==> src/rtl/core/c8arf_pkg.sv <==
// Shared types, operation codes and flag positions for the 8-bit ALU execute stage.
package c8arf_pkg;

    localparam int unsigned FuncWidth = 6;

    // Operation codes
    localparam logic [FuncWidth-1:0] OP_ADC = 6'd0;
    localparam logic [FuncWidth-1:0] OP_SBC = 6'd1;
    localparam logic [FuncWidth-1:0] OP_AND = 6'd2;
    localparam logic [FuncWidth-1:0] OP_ORA = 6'd3;
    localparam logic [FuncWidth-1:0] OP_EOR = 6'd4;
    localparam logic [FuncWidth-1:0] OP_ASL = 6'd5;
    localparam logic [FuncWidth-1:0] OP_LSR = 6'd6;
    localparam logic [FuncWidth-1:0] OP_ROL = 6'd7;
    localparam logic [FuncWidth-1:0] OP_ROR = 6'd8;
    localparam logic [FuncWidth-1:0] OP_INC = 6'd9;
    localparam logic [FuncWidth-1:0] OP_DEC = 6'd10;
    localparam logic [FuncWidth-1:0] OP_INX = 6'd11;
    localparam logic [FuncWidth-1:0] OP_INY = 6'd12;
    localparam logic [FuncWidth-1:0] OP_DEX = 6'd13;
    localparam logic [FuncWidth-1:0] OP_DEY = 6'd14;
    localparam logic [FuncWidth-1:0] OP_CMP = 6'd15;
    localparam logic [FuncWidth-1:0] OP_CPX = 6'd16;
    localparam logic [FuncWidth-1:0] OP_CPY = 6'd17;
    localparam logic [FuncWidth-1:0] OP_BIT = 6'd18;
    localparam logic [FuncWidth-1:0] OP_LDA = 6'd19;
    localparam logic [FuncWidth-1:0] OP_LDX = 6'd20;
    localparam logic [FuncWidth-1:0] OP_LDY = 6'd21;
    localparam logic [FuncWidth-1:0] OP_STA = 6'd22;
    localparam logic [FuncWidth-1:0] OP_STX = 6'd23;
    localparam logic [FuncWidth-1:0] OP_STY = 6'd24;
    localparam logic [FuncWidth-1:0] OP_TAX = 6'd25;
    localparam logic [FuncWidth-1:0] OP_TAY = 6'd26;
    localparam logic [FuncWidth-1:0] OP_TXA = 6'd27;
    localparam logic [FuncWidth-1:0] OP_TYA = 6'd28;
    localparam logic [FuncWidth-1:0] OP_TSX = 6'd29;
    localparam logic [FuncWidth-1:0] OP_TXS = 6'd30;
    localparam logic [FuncWidth-1:0] OP_CLC = 6'd31;
    localparam logic [FuncWidth-1:0] OP_CLD = 6'd32;
    localparam logic [FuncWidth-1:0] OP_CLI = 6'd33;
    localparam logic [FuncWidth-1:0] OP_CLV = 6'd34;
    localparam logic [FuncWidth-1:0] OP_SEC = 6'd35;
    localparam logic [FuncWidth-1:0] OP_SED = 6'd36;
    localparam logic [FuncWidth-1:0] OP_SEI = 6'd37;
    localparam logic [FuncWidth-1:0] OP_BCC = 6'd38;
    localparam logic [FuncWidth-1:0] OP_BCS = 6'd39;
    localparam logic [FuncWidth-1:0] OP_BEQ = 6'd40;
    localparam logic [FuncWidth-1:0] OP_BMI = 6'd41;
    localparam logic [FuncWidth-1:0] OP_BNE = 6'd42;
    localparam logic [FuncWidth-1:0] OP_BPL = 6'd43;
    localparam logic [FuncWidth-1:0] OP_BVC = 6'd44;
    localparam logic [FuncWidth-1:0] OP_BVS = 6'd45;
    localparam logic [FuncWidth-1:0] OP_NOP = 6'd46;

    // Status bit positions
    localparam int unsigned FLAG_C = 0;
    localparam int unsigned FLAG_Z = 1;
    localparam int unsigned FLAG_I = 2;
    localparam int unsigned FLAG_D = 3;
    localparam int unsigned FLAG_V = 6;
    localparam int unsigned FLAG_N = 7;

    typedef struct packed {
        logic [FuncWidth-1:0] func;
        logic [7:0]           operand;
        logic                 on_accumulator;
    } req_t;

    typedef struct packed {
        logic       write_enable;
        logic [7:0] write_data;
        logic       branch_taken;
        logic [7:0] status_out;
    } rsp_t;

endpackage

==> src/rtl/core/cpu8_alu_register_flags.sv <==
// Each request passes through the input register, then the result register, before its result
// is offered on the result handshake.
// Throughput: one request per cycle; ready drops only while the result register is stalled.
// The architectural registers (A, X, Y, SP, P) update as a request moves into the result register,
// so the next request in the input register always sees the state left by the one before it.
// Reset: aresetn is synchronous, active low; it clears A, X, Y, SP, P and both valid flags.
module cpu8_alu_register_flags (
    input  logic              aclk,
    input  logic              aresetn,
    input  logic              s_valid,
    output logic              s_ready,
    input  c8arf_pkg::req_t   s_data,
    output logic              m_valid,
    input  logic              m_ready,
    output c8arf_pkg::rsp_t   m_data
);

    // Input register: holds the accepted request until the execute logic consumes it
    logic             in_vld_reg;
    c8arf_pkg::req_t  in_reg;

    // Result register
    logic             out_vld_reg;
    c8arf_pkg::rsp_t  out_reg;
    c8arf_pkg::rsp_t  out_next;

    // Architectural state
    logic [7:0] acc_reg,   acc_next;
    logic [7:0] x_reg,     x_next;
    logic [7:0] y_reg,     y_next;
    logic [7:0] sp_reg,    sp_next;
    logic [7:0] p_reg,     p_next;

    logic advance;

    // Advance when the result slot is free or is being drained this cycle
    assign advance = in_vld_reg && (!out_vld_reg || m_ready);
    assign s_ready = !in_vld_reg || advance;
    assign m_valid = out_vld_reg;
    assign m_data  = out_reg;

    // Execute: one pass of 8-bit arithmetic, logic and flag work
    always_comb begin
        logic [7:0] m;
        logic [7:0] m_eff;
        logic [8:0] sum;
        logic [7:0] res;
        logic [7:0] cmp_src;
        logic [8:0] diff;
        logic [7:0] sh_src;
        logic [7:0] sh_res;
        logic       sh_cout;
        logic       cin;

        m        = in_reg.operand;
        cin      = p_reg[c8arf_pkg::FLAG_C];
        acc_next = acc_reg;
        x_next   = x_reg;
        y_next   = y_reg;
        sp_next  = sp_reg;
        p_next   = p_reg;
        out_next = '0;

        // Adder shared by ADC and SBC (SBC adds the inverted operand)
        m_eff = (in_reg.func == c8arf_pkg::OP_SBC) ? ~m : m;
        sum   = {1'b0, acc_reg} + {1'b0, m_eff} + {8'b0, cin};

        // Comparator source register
        unique case (in_reg.func)
            c8arf_pkg::OP_CPX: cmp_src = x_reg;
            c8arf_pkg::OP_CPY: cmp_src = y_reg;
            default:           cmp_src = acc_reg;
        endcase
        diff = {1'b0, cmp_src} - {1'b0, m};

        // Shifter
        sh_src = in_reg.on_accumulator ? acc_reg : m;
        unique case (in_reg.func)
            c8arf_pkg::OP_ASL: begin
                sh_cout = sh_src[7];
                sh_res  = {sh_src[6:0], 1'b0};
            end
            c8arf_pkg::OP_ROL: begin
                sh_cout = sh_src[7];
                sh_res  = {sh_src[6:0], cin};
            end
            c8arf_pkg::OP_ROR: begin
                sh_cout = sh_src[0];
                sh_res  = {cin, sh_src[7:1]};
            end
            default: begin
                sh_cout = sh_src[0];
                sh_res  = {1'b0, sh_src[7:1]};
            end
        endcase

        res = 8'h00;

        unique case (in_reg.func)
            c8arf_pkg::OP_ADC, c8arf_pkg::OP_SBC: begin
                res = sum[7:0];
                acc_next = res;
                p_next[c8arf_pkg::FLAG_C] = sum[8];
                p_next[c8arf_pkg::FLAG_V] = (acc_reg[7] ^ res[7]) & (m_eff[7] ^ res[7]);
            end
            c8arf_pkg::OP_AND: begin res = acc_reg & m; acc_next = res; end
            c8arf_pkg::OP_ORA: begin res = acc_reg | m; acc_next = res; end
            c8arf_pkg::OP_EOR: begin res = acc_reg ^ m; acc_next = res; end
            c8arf_pkg::OP_ASL, c8arf_pkg::OP_LSR,
            c8arf_pkg::OP_ROL, c8arf_pkg::OP_ROR: begin
                res = sh_res;
                p_next[c8arf_pkg::FLAG_C] = sh_cout;
                if (in_reg.on_accumulator) begin
                    acc_next = res;
                end else begin
                    out_next.write_enable = 1'b1;
                    out_next.write_data   = res;
                end
            end
            c8arf_pkg::OP_INC: begin
                res = m + 8'h01;
                out_next.write_enable = 1'b1;
                out_next.write_data   = res;
            end
            c8arf_pkg::OP_DEC: begin
                res = m - 8'h01;
                out_next.write_enable = 1'b1;
                out_next.write_data   = res;
            end
            c8arf_pkg::OP_INX: begin res = x_reg + 8'h01; x_next = res; end
            c8arf_pkg::OP_INY: begin res = y_reg + 8'h01; y_next = res; end
            c8arf_pkg::OP_DEX: begin res = x_reg - 8'h01; x_next = res; end
            c8arf_pkg::OP_DEY: begin res = y_reg - 8'h01; y_next = res; end
            c8arf_pkg::OP_CMP, c8arf_pkg::OP_CPX, c8arf_pkg::OP_CPY: begin
                res = diff[7:0];
                p_next[c8arf_pkg::FLAG_C] = ~diff[8];
            end
            c8arf_pkg::OP_BIT: begin
                p_next[c8arf_pkg::FLAG_Z] = ((acc_reg & m) == 8'h00);
                p_next[c8arf_pkg::FLAG_N] = m[7];
                p_next[c8arf_pkg::FLAG_V] = m[6];
            end
            c8arf_pkg::OP_LDA: begin res = m; acc_next = m; end
            c8arf_pkg::OP_LDX: begin res = m; x_next = m; end
            c8arf_pkg::OP_LDY: begin res = m; y_next = m; end
            c8arf_pkg::OP_STA: begin
                out_next.write_enable = 1'b1;
                out_next.write_data   = acc_reg;
            end
            c8arf_pkg::OP_STX: begin
                out_next.write_enable = 1'b1;
                out_next.write_data   = x_reg;
            end
            c8arf_pkg::OP_STY: begin
                out_next.write_enable = 1'b1;
                out_next.write_data   = y_reg;
            end
            c8arf_pkg::OP_TAX: begin res = acc_reg; x_next = res; end
            c8arf_pkg::OP_TAY: begin res = acc_reg; y_next = res; end
            c8arf_pkg::OP_TXA: begin res = x_reg; acc_next = res; end
            c8arf_pkg::OP_TYA: begin res = y_reg; acc_next = res; end
            c8arf_pkg::OP_TSX: begin res = sp_reg; x_next = res; end
            c8arf_pkg::OP_TXS: sp_next = x_reg;
            c8arf_pkg::OP_CLC: p_next[c8arf_pkg::FLAG_C] = 1'b0;
            c8arf_pkg::OP_CLD: p_next[c8arf_pkg::FLAG_D] = 1'b0;
            c8arf_pkg::OP_CLI: p_next[c8arf_pkg::FLAG_I] = 1'b0;
            c8arf_pkg::OP_CLV: p_next[c8arf_pkg::FLAG_V] = 1'b0;
            c8arf_pkg::OP_SEC: p_next[c8arf_pkg::FLAG_C] = 1'b1;
            c8arf_pkg::OP_SED: p_next[c8arf_pkg::FLAG_D] = 1'b1;
            c8arf_pkg::OP_SEI: p_next[c8arf_pkg::FLAG_I] = 1'b1;
            c8arf_pkg::OP_BCC: out_next.branch_taken = ~p_reg[c8arf_pkg::FLAG_C];
            c8arf_pkg::OP_BCS: out_next.branch_taken =  p_reg[c8arf_pkg::FLAG_C];
            c8arf_pkg::OP_BEQ: out_next.branch_taken =  p_reg[c8arf_pkg::FLAG_Z];
            c8arf_pkg::OP_BMI: out_next.branch_taken =  p_reg[c8arf_pkg::FLAG_N];
            c8arf_pkg::OP_BNE: out_next.branch_taken = ~p_reg[c8arf_pkg::FLAG_Z];
            c8arf_pkg::OP_BPL: out_next.branch_taken = ~p_reg[c8arf_pkg::FLAG_N];
            c8arf_pkg::OP_BVC: out_next.branch_taken = ~p_reg[c8arf_pkg::FLAG_V];
            c8arf_pkg::OP_BVS: out_next.branch_taken =  p_reg[c8arf_pkg::FLAG_V];
            default: ; // NOP and unused codes
        endcase

        // Update N and Z from the result for every operation that sets them from it (BIT sets them above)
        unique case (in_reg.func)
            c8arf_pkg::OP_ADC, c8arf_pkg::OP_SBC, c8arf_pkg::OP_AND, c8arf_pkg::OP_ORA,
            c8arf_pkg::OP_EOR, c8arf_pkg::OP_ASL, c8arf_pkg::OP_LSR, c8arf_pkg::OP_ROL,
            c8arf_pkg::OP_ROR, c8arf_pkg::OP_INC, c8arf_pkg::OP_DEC, c8arf_pkg::OP_INX,
            c8arf_pkg::OP_INY, c8arf_pkg::OP_DEX, c8arf_pkg::OP_DEY, c8arf_pkg::OP_CMP,
            c8arf_pkg::OP_CPX, c8arf_pkg::OP_CPY, c8arf_pkg::OP_LDA, c8arf_pkg::OP_LDX,
            c8arf_pkg::OP_LDY, c8arf_pkg::OP_TAX, c8arf_pkg::OP_TAY, c8arf_pkg::OP_TXA,
            c8arf_pkg::OP_TYA, c8arf_pkg::OP_TSX: begin
                p_next[c8arf_pkg::FLAG_N] = res[7];
                p_next[c8arf_pkg::FLAG_Z] = (res == 8'h00);
            end
            default: ;
        endcase

        out_next.status_out = p_next;
    end

    // Control and architectural state
    always_ff @(posedge aclk) begin
        if (!aresetn) begin
            in_vld_reg  <= 1'b0;
            out_vld_reg <= 1'b0;
            acc_reg     <= 8'h00;
            x_reg       <= 8'h00;
            y_reg       <= 8'h00;
            sp_reg      <= 8'h00;
            p_reg       <= 8'h00;
        end else begin
            // Hold the input register unless it drains; refill on acceptance
            if (s_valid && s_ready) begin
                in_vld_reg <= 1'b1;
            end else if (advance) begin
                in_vld_reg <= 1'b0;
            end
            // Drop the result once taken; load a new one on advance
            if (advance) begin
                out_vld_reg <= 1'b1;
            end else if (m_ready) begin
                out_vld_reg <= 1'b0;
            end
            // Commit architectural state with the result
            if (advance) begin
                acc_reg <= acc_next;
                x_reg   <= x_next;
                y_reg   <= y_next;
                sp_reg  <= sp_next;
                p_reg   <= p_next;
            end
        end
    end

    // Payload registers
    always_ff @(posedge aclk) begin
        if (s_valid && s_ready) begin
            in_reg <= s_data;
        end
        if (advance) begin
            out_reg <= out_next;
        end
    end

    // Status bits 5 and 4 are never written
    assert property (@(posedge aclk) disable iff (!aresetn)
        m_valid |-> (m_data.status_out[5:4] == 2'b00))
        else $error("unused status bits set");

    // A branch never writes memory
    assert property (@(posedge aclk) disable iff (!aresetn)
        (m_valid && m_data.branch_taken) |-> !m_data.write_enable)
        else $error("branch with memory write");

    // Write data is zero whenever no write is requested
    assert property (@(posedge aclk) disable iff (!aresetn)
        (m_valid && !m_data.write_enable) |-> (m_data.write_data == 8'h00))
        else $error("stray write data");

    // The result register reports what the state registers hold
    assert property (@(posedge aclk) disable iff (!aresetn)
        $past(advance) |-> (m_data.status_out == p_reg))
        else $error("status out of step with flags");

endmodule

==> config.mk <==
export PLATFORM = sky130hd
export DESIGN_NAME = cpu8_alu_register_flags
export DESIGN_NICKNAME = d
export VERILOG_FILES = /design/src/rtl/core/c8arf_pkg.sv /design/src/rtl/core/cpu8_alu_register_flags.sv
export SDC_FILE = /design/constraint.sdc
export NUM_CORES = 1
export LEC_CHECK = 0
export ABC_AREA = 1
export BUFFER_PORTS_ARGS = -buffer_cell sky130_fd_sc_hd__buf_2
export CORE_UTILIZATION = 50
export CTS_CLUSTER_SIZE = 14
export DETAILED_ROUTE_END_ITERATION = 10
export PLACE_DENSITY = 0.67
export SYNTH_ARGS = -nofsm -noshare
export SYNTH_HDL_FRONTEND = slang
export SYNTH_SLANG_ARGS = --single-unit
==> constraint.sdc <==
create_clock -name aclk -period 4.3 [get_ports aclk]
set_clock_uncertainty 0.2 [all_clocks]
set_input_delay 0.86 -clock aclk [delete_from_list [all_inputs] [get_ports aclk]]
set_output_delay 0.86 -clock aclk [all_outputs]
set_load 0.05 [all_outputs]
==> results.md, run 1 <==
* Synth area leader: nand2_1
* Top Ports at 39
* Max reg flops at 16
* Lkg Pwr at 3.63 nW
* TNS Setup at 0 ns
* Hold Path Cell Cnt at 2
* Top-count cell post-synth: nand2_1
* Area Overhead vs Synth at 11.5%
* Internal reg-to-reg setup slack at 0.34 ns
* Post-synth top cells: nand2_1, inv_1, nor2_1
* Grt ovf at 0
* Least-Margin Pin Slew at 0.967 ns
* FF+latch count, synth at 71
* First-pass GRT wire length at 44700 um
* Final Hold Viols at 0
* Clock root buffer: clkbuf_16
* GPL Wtd Cong at 1.06
* Reg2reg path depth at 18
* Kind of start point of the critical path: register
* # clock sinks at 71
* Slew HR at 35.3%
* Largest fanout on the critical path at 7
* Share of the yosys chip area belonging to registers at 25.2%
* Die area at 14200 sq um
* DRT Wirelength at 30400 um
* Max Buffers Root-to-Sink at 2
* Vias post-DR at 8199
* Die width at 119 um
* Met3 Routed Length at 3920 um
* Ys flop type: dfxtp_1
* Max-slew violation count at 0
* Worst Path Required at 4.20 ns
* Post-synth ARST share at 0%
* Status: complete, no violations
* Area post-placement at 7290 sq um
* Worst R2R Start: in_reg[12]
* Yosys Warn Count at 0
* Via/cell ratio at 6.30
* Share of layout cells above drive strength 1 at 10.8%
* Fillers at 1363
* Fin nets at 1180
* Antenna violations before repair at 0
* Gate Count Post-Synth at 1084
* Critical path type: reg2reg
* Mean Syn Cell Area at 6.34 sq um
* CTS tree: done
* Mapped cell area at 6880 sq um
* P per Cell Area at 275 nW/um^2
* Detail Route met2 WL at 12700 um
* Row cnt at 42
* CTS buffer count at 9
* H-tree lvl count at 3
* WL met1 at 12000 um
* PortBufs at 36
* Max-cap violations at 0
* Starting utilization of the core area at 51.5%
* Largest net degree at the start of global routing at 31
* Post-Layout Inst Area at 7670 sq um
* Reg-to-reg endpoint: m_data[0]
* Highest routed layer: met4
* Vias in the first global route at 7422
* HP Class: reg2reg
* Inserted Diodes at 0
* Achievable Freq at 253 MHz
* Hold_sp: m_valid
* Total track usage at 43.2%
* Total setup buffers inserted after CTS at 0
* Period utilization at 92.1%
* Proportion of netlist area held by the largest area contributor at 15.9%
* Critical Path AT at 3.86 ns
* WHS at 0.311 ns
* Peak supply drop at 0.203 mV
* Netlist cell types at 53
* Area contributors post-synth: nand2_1, edfxtp_1, dfxtp_1
* Post-route DRC at 0
* Clock slew at reported path FFs at 0.06 ns
* Crit. End Element: register
* Final setup viols at 0
* Initial DRT Pass Iterations at 7
* Core region area at 13300 sq um
* Iter 0 DRT Violations at 1406
* Hold EP: m_valid
* Die Y at 119 um
* Antenna-violating nets left at 0
* Routed WL per cell at 23.3 um
* Post-synth EDFFs at 31
* Fin crit period at 3.96 ns
* Hpwl dp at 23800 um
* RSZ-0062 raised after global routing: false
* Worst-skew pair later-pin latency at 0.35 ns
## cell type report
type | count | area (sq um) | share of cell area [%]
clock inverter | 5 | 129 | 1.68
inverter | 141 | 532 | 6.94
timing repair buffer | 60 | 360 | 4.70
tap | 176 | 220 | 2.87
multi-input combinational | 837 | 4450 | 58.1
clock buffer | 11 | 243 | 3.17
sequential | 71 | 1730 | 22.6
## cells in the final DEF (no fill, tap or decap), types with 6 or more instances in the layout
cell / Yosys / final
ha_1: 38 / 38
buf_2: 14 / 36
o2111ai_1: 11 / 11
inv_1: 125 / 125
a21oi_1: 63 / 63
nor3_1: 7 / 7
nand2_1: 291 / 291
a31oi_1: 11 / 11
edfxtp_1: 31 / 31
nand4_1: 18 / 18
nand3_1: 102 / 102
buf_4: 6 / 24
xor2_1: 19 / 19
dfxtp_1: 40 / 40
o22ai_1: 10 / 10
o221ai_1: 8 / 8
o211ai_1: 7 / 7
nand2_2: 10 / 10
o21ai_0: 69 / 69
clkbuf_16: 0 / 9
nor2_2: 5 / 6
a221oi_1: 7 / 7
nor2_1: 112 / 110
inv_2: 12 / 12
## what timing repair did
item / 4_1_cts / 5_1_grt
hold buffers: 0 / 0
setup endpoints to repair: 0 / 3
gates resized for setup: 0 / 2
## cells by family (layout without fill, tap and decap cells)
logic type / count (synthesis) / in the layout / share of synthesized area, %
other: 1 / 2 / 0.0545
and+or+nand+nor: 567 / 567 / 36.0
adders and majority gates: 41 / 41 / 7.79
AOI/OAI and AO/OA: 205 / 205 / 17.8
DFF: 71 / 71 / 25.2
xor gates and xnor gates: 22 / 22 / 2.80
buffers and inverters: 177 / 217 / 10.4
## how the worst max path moves through the flow
stage | slack (ns) | start | depth (start not counted) | to
floorplan | 0.91 | in_reg[10] | 22 | p_reg[1]
global placement | 0.44 | in_reg[10] | 22 | p_reg[1]
detailed placement | 0.32 | in_reg[10] | 22 | p_reg[1]
CTS | 0.28 | in_reg[10] | 22 | p_reg[1]
global route | 0.1 | in_reg[10] | 22 | p_reg[1]
finish | 0.34 | in_reg[12] | 18 | m_data[0]
## critical path, stage by stage (launching register included)
cell and delay, ns:
edfxtp_1 0.52, nor2_2 0.36, nand3_2 0.15, inv_1 0.19, o22ai_1 0.11, a21oi_1 0.21, ha_1 0.19, inv_1 0.05
fa_1 0.39, nand3_1 0.10, nand2_1 0.07, nand2_1 0.08, nand2_1 0.05, a21oi_1 0.18, o21ai_0 0.15, a21oi_1 0.33
o21ai_0 0.16, nor2_1 0.17, inv_1 0.05
## metrics by stage
step | cells | total power, mW | utilization [%] | setup WS, ns
2_1_floorplan | 1085 | 1.03 | - | 0.907
3_3_place_gp | 1285 | 1.15 | 54.6 | 0.438
3_5_place_dp | 1285 | 1.15 | 54.6 | 0.319
4_1_cts | 1301 | 2.10 | 57.4 | 0.276
5_1_grt | 1301 | 2.17 | 57.4 | 0.0989
6_report | 1301 | 2.11 | 57.4 | 0.341
## report_power, final
part	total (mW)	switching [mW]	internal, mW
Combinational	0.394	0.287	0.107
Sequential	0.765	0.0316	0.733
Clock	0.949	0.307	0.643
## routing by layer
layer	vias to the layer above	GRT usage, %
met5	-	0
met4	0	25.2
met3	130	11.8
met2	623	63.6
met1	3752	56.3
li1	3694	-
No activity file was read; power rests on OpenSTA's default activity.
==> run 2: changes to the inputs <==
==> constraint.sdc (replaced) <==
create_clock -name aclk -period 4.4 [get_ports aclk]
set_clock_uncertainty 0.2 [all_clocks]
set_input_delay 0.44 -clock aclk [delete_from_list [all_inputs] [get_ports aclk]]
set_output_delay 0.44 -clock aclk [all_outputs]
set_load 0.05 [all_outputs]
==> run 2 against run 1 <==
Effect of this change: non-clock buffer count down 4; sequential share of layout area up 0.46 points; combinational power down 3%; clock power down 29%; die area unchanged; flip-flop and latch count unchanged.
==> results.md, run 2 (same netlist as run 1, synthesis figures left out) <==
* Iter 0 DRT Violations at 1435
* Worst R2R Start: in_reg[10]
* Final Hold Viols at 0
* GPL Wtd Cong at 1.05
* Post-Layout Inst Area at 7510 sq um
* Max-slew violation count at 0
* Post-CTS sizing at 0
* Reg-to-reg endpoint: m_data[1]
* Internal reg-to-reg setup slack at 0.41 ns
* First-pass GRT wire length at 44900 um
* Antenna-violating nets left at 0
* WHS at 0.0575 ns
* Area post-placement at 7260 sq um
* Vias in the first global route at 7278
* Antenna violations before repair at 0
* Post-route DRC at 0
* Largest net degree at the start of global routing at 31
* Achievable Freq at 251 MHz
* Via/cell ratio at 6.29
* Pre-CTS setup slack at 0.524 ns
* Period utilization at 90.6%
* Starting utilization of the core area at 51.5%
* Largest fanout on the critical path at 8
* Hpwl dp at 23600 um
* Total setup buffers inserted after CTS at 0
* DRT Wirelength at 30500 um
* Reg2reg path depth at 22
* Clock root buffer: clkbuf_16
* Reg area at 1730 sq um
* PortBufs at 36
* Inserted Diodes at 0
* Slew HR at 37.0%
* Fin crit period at 3.99 ns
* CTS buffer count at 9
* Most frequent cells in the layout: nand2_1, inv_1, nor2_1
* Die Y at 119 um
* Routed WL per cell at 23.5 um
* Crit. Startpoint: in_reg[10]
* Crit. End Element: register
* Met2 usage at 63.4%
* Crit path capture: m_data[1]
* Met3 GRT Util at 10.3%
* Max-cap violations at 0
* Final setup viols at 0
* # clock sinks at 71
* Lkg Pwr at 3.57 nW
* Worst-skew pair later-pin latency at 0.36 ns
* Die area at 14200 sq um
* Least-Margin Pin Slew at 0.944 ns
* M1 GR Usage at 59.0%
* RSZ-0062 raised after global routing: false
* H-tree lvl count at 3
* Worst Path Required at 4.42 ns
* Max reg flops at 16
* Clock slew at reported path FFs at 0.06 ns
* Share of layout cells above drive strength 1 at 10.3%
* Worst Setup Slack, final at 0.415 ns
* Critical path type: reg2reg
* Commonest non-fill, non-tap cell in the layout: nand2_1
* Initial DRT Pass Iterations at 6
* Kind of start point of the critical path: register
* Grt ovf at 0
* Final core occ at 56.3%
* Area Overhead vs Synth at 9.28%
* P per Cell Area at 240 nW/um^2
* CTS Hold Bufs at 0
* HP Class: in2reg
* Fin nets at 1176
* Hold Path Cell Cnt at 1
* Area of the multi-input gates at 4440 sq um
* Total track usage at 43.5%
* Fillers at 1383
* CTS tree: done
* TNS Setup at 0 ns
* Critical Path AT at 4.01 ns
* Core region area at 13300 sq um
* Vias post-DR at 8158
* Max Buffers Root-to-Sink at 2
* Die width at 119 um
* Status: complete, no violations
* GRT Max-Usage Layer: met2
* Peak supply drop at 0.228 mV
* Top Ports at 39
* Row cnt at 42
## run 2: where the power goes
part           switching [mW]  internal [mW]
combinational           0.278          0.103
sequential             0.0317          0.717
clock                   0.298          0.377
total                   0.607           1.20
## run 2: per-layer routing
metal | vias to the layer above | routed length (um) | share of wire, %
li1 | 3693 | - | -
met1 | 3695 | 12200 | 40
met2 | 649 | 12600 | 41
met3 | 121 | 4050 | 13
met4 | 0 | 1720 | 5.6
met5 | - | 0 | 0
## run 2: worst min-delay path by stage
stage                          from   endpoint  slack, ns
after detailed placement    m_valid    m_valid       0.30
final                     s_data[5]  in_reg[5]       0.06
after global routing      s_data[1]  in_reg[1]       0.05
after floorplan            x_reg[7]   x_reg[7]       0.27
after global placement      m_valid    m_valid       0.30
after CTS                 s_data[3]  in_reg[3]       0.05
## run 2: worst max-delay path, cell delays in order, from the launching register on
cell and delay [ns]:
edfxtp_1 0.48, inv_2 0.14, nand2_2 0.11, nor2_1 0.32, nand2_2 0.28, xor2_1 0.22, fa_1 0.45, fa_1 0.43
inv_1 0.10, nand2_1 0.06, nand2_1 0.10, nor2_1 0.06, nor2_1 0.12, nand2_1 0.06, nor2_1 0.10, nand2_1 0.06
nor2_1 0.09, nand2_1 0.05, nor2_1 0.08, nand2_1 0.06, nor2_1 0.09, nand4_1 0.11, inv_1 0.09
## run 2: final cells by class
cell class              count  area share (%)
repair buffers             56            4.40
clock inverters             5           0.333
inverters                 141            7.08
well taps                 176            2.93
flip-flops and latches     71            23.0
clock buffers              11            3.10
multi-input cells         837            59.1
## run 2: through the flow
step	cells	power [mW]
6_report	1297	1.80
5_1_grt	1297	1.86
4_1_cts	1297	1.79
3_5_place_dp	1281	1.13
3_3_place_gp	1281	1.13
2_1_floorplan	1085	1.01
